`src/rtl/core/nlcc_pkg.sv`:
```
`default_nettype none

package nlcc_pkg;

    localparam int MAX_LINE   = 512;
    localparam int POS_W      = $clog2(MAX_LINE + 1);
    localparam int LEN_W      = 10;
    localparam int BYTE_W     = 8;
    localparam int MIN_LINE   = 5;
    localparam int PREFIX_LEN = 4;

    localparam logic [BYTE_W-1:0] CHAR_LF   = 8'h0A;
    localparam logic [BYTE_W-1:0] CHAR_CR   = 8'h0D;
    localparam logic [BYTE_W-1:0] CHAR_STAR = 8'h2A;

    typedef enum logic [2:0] {
        VERDICT_OK        = 3'd0,
        VERDICT_PREFIX    = 3'd1,
        VERDICT_NO_SUM    = 3'd2,
        VERDICT_BAD_SUM   = 3'd3,
        VERDICT_TOO_SHORT = 3'd4,
        VERDICT_TOO_LONG  = 3'd5
    } verdict_t;

    typedef enum logic [3:0] {
        PHASE_BODY = 4'b0001,
        PHASE_HEX  = 4'b0010,
        PHASE_TAIL = 4'b0100,
        PHASE_LONG = 4'b1000
    } phase_t;

    typedef struct packed {
        verdict_t          verdict;
        logic [LEN_W-1:0]  line_length;
        logic [BYTE_W-1:0] computed_sum;
        logic [BYTE_W-1:0] received_sum;
    } result_t;

    function automatic logic [BYTE_W-1:0] lead_char(input logic [1:0] idx);
        logic [BYTE_W-1:0] c;
        unique case (idx)
            2'd0: c = 8'h21;
            2'd1: c = 8'h41;
            2'd2: c = 8'h49;
            2'd3: c = 8'h56;
            default: c = 8'h21;
        endcase
        return c;
    endfunction

    // Bit 4 flags a valid hex digit, bits 3:0 hold its value.
    function automatic logic [4:0] hex_digit(input logic [BYTE_W-1:0] c);
        logic [4:0] d;
        d = 5'd0;
        if (c >= 8'h30 && c <= 8'h39) begin
            d = {1'b1, 4'(c - 8'h30)};
        end
        else if (c >= 8'h61 && c <= 8'h66) begin
            d = {1'b1, 4'(c - 8'h57)};
        end
        else if (c >= 8'h41 && c <= 8'h46) begin
            d = {1'b1, 4'(c - 8'h37)};
        end
        return d;
    endfunction

endpackage

`default_nettype wire

```
`src/rtl/core/nlcc_line_parser.sv`:
```
`default_nettype none

module nlcc_line_parser (
    input  wire logic                        clk,
    input  wire logic                        rst_n,
    input  wire logic                        accept,
    input  wire logic [nlcc_pkg::BYTE_W-1:0] rx_byte,
    output logic                             res_valid,
    output nlcc_pkg::result_t                res
);

    localparam logic [nlcc_pkg::POS_W:0] MAX_EXT = (nlcc_pkg::POS_W + 1)'(nlcc_pkg::MAX_LINE);

    logic [nlcc_pkg::POS_W-1:0]  pos_reg, pos_next;
    logic                        prefix_ok_reg, prefix_ok_next;
    logic [nlcc_pkg::BYTE_W-1:0] xor_reg, xor_next;
    nlcc_pkg::phase_t            phase_reg, phase_next;
    logic [nlcc_pkg::BYTE_W-1:0] hex_reg, hex_next;
    logic                        ovf_reg, ovf_next;
    logic                        star_reg, star_next;

    logic [nlcc_pkg::POS_W:0] pos_inc;
    logic [4:0]               digit;
    logic                     is_long;

    assign pos_inc = {1'b0, pos_reg} + 1'b1;
    assign digit   = nlcc_pkg::hex_digit(rx_byte);
    assign is_long = (phase_reg == nlcc_pkg::PHASE_LONG) || ({1'b0, pos_reg} >= MAX_EXT);

    always_comb
    begin
        res.computed_sum = xor_reg;
        res.received_sum = hex_reg;
        if (is_long) begin
            res.verdict     = nlcc_pkg::VERDICT_TOO_LONG;
            res.line_length = nlcc_pkg::LEN_W'(nlcc_pkg::MAX_LINE);
        end
        else begin
            res.line_length = nlcc_pkg::LEN_W'(pos_inc);
            if (pos_inc < (nlcc_pkg::POS_W + 1)'(nlcc_pkg::MIN_LINE)) begin
                res.verdict = nlcc_pkg::VERDICT_TOO_SHORT;
            end
            else if (!prefix_ok_reg) begin
                res.verdict = nlcc_pkg::VERDICT_PREFIX;
            end
            else if (!star_reg) begin
                res.verdict = nlcc_pkg::VERDICT_NO_SUM;
            end
            else if (ovf_reg || (hex_reg != xor_reg)) begin
                res.verdict = nlcc_pkg::VERDICT_BAD_SUM;
            end
            else begin
                res.verdict = nlcc_pkg::VERDICT_OK;
            end
        end
    end

    assign res_valid = accept && (rx_byte == nlcc_pkg::CHAR_LF);

    always_comb
    begin
        pos_next       = pos_reg;
        prefix_ok_next = prefix_ok_reg;
        xor_next       = xor_reg;
        phase_next     = phase_reg;
        hex_next       = hex_reg;
        ovf_next       = ovf_reg;
        star_next      = star_reg;
        if (accept) begin
            if (rx_byte == nlcc_pkg::CHAR_LF) begin
                pos_next       = '0;
                prefix_ok_next = 1'b1;
                xor_next       = '0;
                phase_next     = nlcc_pkg::PHASE_BODY;
                hex_next       = '0;
                ovf_next       = 1'b0;
                star_next      = 1'b0;
            end
            else if (phase_reg == nlcc_pkg::PHASE_LONG) begin
                phase_next = nlcc_pkg::PHASE_LONG;
            end
            else if (pos_inc >= MAX_EXT) begin
                phase_next = nlcc_pkg::PHASE_LONG;
                pos_next   = nlcc_pkg::POS_W'(nlcc_pkg::MAX_LINE);
            end
            else begin
                pos_next = nlcc_pkg::POS_W'(pos_inc);
                if (pos_reg < nlcc_pkg::POS_W'(nlcc_pkg::PREFIX_LEN)
                    && rx_byte != nlcc_pkg::lead_char(pos_reg[1:0])) begin
                    prefix_ok_next = 1'b0;
                end
                if (pos_reg != '0) begin
                    unique case (phase_reg)
                        nlcc_pkg::PHASE_BODY:
                        begin
                            if (rx_byte == nlcc_pkg::CHAR_STAR) begin
                                star_next  = 1'b1;
                                phase_next = nlcc_pkg::PHASE_HEX;
                            end
                            else if (rx_byte == nlcc_pkg::CHAR_CR) begin
                                phase_next = nlcc_pkg::PHASE_TAIL;
                            end
                            else begin
                                xor_next = xor_reg ^ rx_byte;
                            end
                        end
                        nlcc_pkg::PHASE_HEX:
                        begin
                            if (!digit[4]) begin
                                phase_next = nlcc_pkg::PHASE_TAIL;
                            end
                            else begin
                                if (hex_reg[7:4] != 4'd0) begin
                                    ovf_next = 1'b1;
                                end
                                hex_next = {hex_reg[3:0], digit[3:0]};
                            end
                        end
                        nlcc_pkg::PHASE_TAIL:
                        begin
                            phase_next = nlcc_pkg::PHASE_TAIL;
                        end
                        default:
                        begin
                            phase_next = phase_reg;
                        end
                    endcase
                end
            end
        end
    end

    always_ff @(posedge clk or negedge rst_n)
    begin
        if (!rst_n) begin
            pos_reg       <= '0;
            prefix_ok_reg <= 1'b1;
            xor_reg       <= '0;
            phase_reg     <= nlcc_pkg::PHASE_BODY;
            hex_reg       <= '0;
            ovf_reg       <= 1'b0;
            star_reg      <= 1'b0;
        end
        else begin
            pos_reg       <= pos_next;
            prefix_ok_reg <= prefix_ok_next;
            xor_reg       <= xor_next;
            phase_reg     <= phase_next;
            hex_reg       <= hex_next;
            ovf_reg       <= ovf_next;
            star_reg      <= star_next;
        end
    end

endmodule

`default_nettype wire

```
`config.mk`:
```
export PLATFORM = sky130hd
export DESIGN_NAME = nlcc_line_parser
export DESIGN_NICKNAME = d
export VERILOG_FILES = /design/src/rtl/core/nlcc_pkg.sv /design/src/rtl/core/nlcc_line_parser.sv
export SDC_FILE = /design/constraint.sdc
export NUM_CORES = 1
export LEC_CHECK = 0
export CORE_ASPECT_RATIO = 0.75
export CORE_MARGIN = 2
export CORE_UTILIZATION = 62
export CTS_BUF_LIST = sky130_fd_sc_hd__clkbuf_8
export DETAILED_ROUTE_END_ITERATION = 10
export DONT_BUFFER_PORTS = 1
export PLACE_DENSITY = 0.77
export SETUP_SLACK_MARGIN = 0.3
export SYNTH_ARGS = -nofsm -noshare
export SYNTH_HDL_FRONTEND = slang
export SYNTH_SLANG_ARGS = --single-unit
```
`constraint.sdc`:
```
create_clock -name clk -period 3.8 [get_ports clk]
set_input_delay 0.57 -clock clk [delete_from_list [all_inputs] [get_ports clk]]
set_output_delay 0.57 -clock clk [all_outputs]
set_load 0.05 [all_outputs]
```
==> results.tsv <==
stage	metric	value	unit
final_layout	filler instances	324	
sta	Tcrit/Tclk final	0.821	
synth	FFs w/ async S/R, synth	1.00	
synth	sequential area share after synthesis	0.318	
clocking	Reg clk slew, reported paths	80	ps
critical_path	CP Data Required Time	3230	ps
synth	area leader, netlist	dfrtp_1	
detailed_routing	DRC viols	0	
floorplanning	I/O Pins	41	
synth	Avg Inst Size Synth	8.47	sq um
floorplanning	Die X	78.8	um
critical_path	critical path class	flip-flop to output pin	
power	static leakage	1.15	nW
floorplanning	Die Area	0.00474	sq mm
synth	Synth Warn #	0	
final_layout	Layout Nets	317	
sta	worst slew pin tran	948	ps
critical_path	Startpoint Class	flip-flop	
final_layout	# diodes	0	
critical_path	Worst Path Max Fanout	10	
clocking	number of post-CTS setup repair buffers	0	
critical_path	crit end category	output pin	
clocking	H-Tree Level Count	2	
sta	relative slew slack	0.364	
detailed_routing	drt pass-1 iters	5	
sta	Hold Fails Final Rpt	0	
critical_path	worst path arrival time	2550	ps
global_route	vias in the first global route	2126	
floorplanning	core box area	0.00403	sq mm
synth	Cell Area, Synth	0.00260	sq mm
clocking	clock latency on the worst-skew pair	310	ps
final_layout	layout cell share with drive strength beyond 1	0.103	
global_route	initial antenna violation count	0	
final_layout	max reg flops	10	
sta	worst path setup slack after routing	681	ps
sta	setup violators final	0	
sta	unrepaired setup endpoints after global routing	false	
clocking	Sink Count	33	
synth	synthesized flop and latch total	33	
synth	Main synth FF type	dfrtp_1	
synth	post-synth top area share	0.298	
detailed_routing	routed via count	2383	
detailed_routing	vias per cell	6.71	
placement	HPWL after DPL	5060	um
sta	Worst Skew	11.2	ps
detailed_routing	WL/cell	19.8	um
power	Pwr Density	703	mW/mm^2
global_route	largest net degree at the start of global routing	32	
synth	Synth top cells by count	31 x dfrtp_1, 31 x nand2_1, 25 x nor2_1	
status	status	finished, final reports clean	
sta	setup TNS	0	ps
synth	syn nets	325	
clocking	Root Driver	clkbuf_8	
final_layout	area of the multi-input gates	0.00163	sq mm
global_route	overflow left after global routing	0	
synth	top cells by area, synth	dfrtp_1 30%, xnor2_1 4.7%, nand2_1 4.5%	
floorplanning	FP Rows	20	
synth	Post-synth EDFFs	0	
clocking	Bufs on Longest Clock Path	2	
power	Peak VDD IR	0.547	mV
detailed_routing	Total Wirelength	7030	um
synth	Synth cell types	64	
floorplanning	Die H	60.1	um
synth	Post-Synthesis Cells	307	
placement	IO buf count	0	
global_route	GRT Total Usage	0.316	
sta	Fmax	321	MHz
detailed_routing	remaining antenna violation count	0	
sta	Period minus WS final	3120	ps
placement	Final GP Congestion	0.903	
clocking	CTS Buf Count	5	
hold_path	HP Class	input pin to async pin	
placement	DP Worst Slack	780	ps
clocking	CTS tree	yes	
detailed_routing	1st-iter DRT viols	282	
final_layout	Syn-to-layout area delta	5.77	%
sta	fin. max-slew vios	0	
job	max-cap viol count	0	
floorplanning	initial core utilization	0.646	
global_route	first-pass GRT wire length	11100	um
final_layout	Sequential Area	828	sq um
[metal layers]
metal	track usage	vias to the layer above	wire length [um]
met3	0.0921	15	650
met4	0.0977	0	126
met1	0.483	1139	3490
li1	-	1118	-
met2	0.424	111	2760
met5	0	-	0
[report_power, final]
| part | total [mW] | leakage (nW) | switching, mW | internal (mW) |
|---|---|---|---|---|
| clock network | 0.341 | 0.0593 | 0.149 | 0.192 |
| registers | 0.840 | 0.410 | 0.389 | 0.451 |
| logic | 0.754 | 0.681 | 0.483 | 0.271 |
| total | 1.93 | 1.15 | 1.02 | 0.914 |
[through the flow]
step	hold slack (ps)	instance area (sq um)	power, mW	util	instances
after global routing	92.6	2750	2.04	0.683	355
after global placement	275	2620	1.57	0.651	346
after floorplan	274	2600	1.44	-	307
final	85.9	2750	1.93	0.683	355
after CTS	87.0	2750	1.93	0.683	355
after detailed placement	275	2620	1.58	0.651	346
[final timing paths]
kind | startpoint | to | slack (ps) | cells after the start
worst max-delay path | pos_reg[0] | res[26] | 680 | 6
worst min-delay path | rst_n | hex_reg[3] | 90 | 1
worst max register to register | pos_reg[0] | hex_reg[2] | 920 | 6
worst min register to register | ovf_reg | ovf_reg | 490 | 1
max in group asynchronous | rst_n | pos_reg[5] | 3540 | 1
min in group clk | rx_byte[1] | xor_reg[1] | 400 | 2
[area by class of cell]
class,count,share of cell area
Sequential cell,33,0.301
Inverter,18,0.0246
Tap cell,55,0.0250
Timing Repair Buffer,5,0.0182
Multi-Input combinational cell,236,0.592
Clock buffer,5,0.0250
Clock inverter,3,0.0141
[logic make-up (layout without fill, tap and decap cells)]
kind of cell | after synthesis | count (layout) | share of synthesized area
AOI/OAI and AO/OA | 80 | 80 | 0.237
muxes | 12 | 12 | 0.0491
buffers and inverters | 38 | 31 | 0.0553
xor gates and xnor gates | 19 | 19 | 0.0640
DFF | 33 | 33 | 0.318
adders and majority gates | 8 | 8 | 0.0375
and+or+nand+nor | 117 | 117 | 0.239
[worst max-delay path, cell delays in order, from the launching register on]
cell     delay [ps]
dfrtp_1         440
ha_1            410
and4_1          330
and4b_1         290
or2_2           370
a31oi_1         200
buf_4           220
[cells in the final DEF, fill, tap and decap left out, drive strengths merged, types with 6 or more instances in the layout]
cell type  netlist  layout
dfrtp           31      31
nor3             6       6
mux2i            6       6
nor2            25      25
o21ai           15      15
a31oi            8       8
xnor2           14      14
mux2             6       6
nand3            6       6
a21oi           14      14
ha               7       7
o311ai           6       6
nand2           31      31
inv             18      19
nand4            7       7
[what timing repair did]
item / in CTS / in global routing
hold endpoints to repair: 31 / 0
resized for setup: 0 / 0
hold buffers: 1 / 0
(Power assumes the default switching activity.)
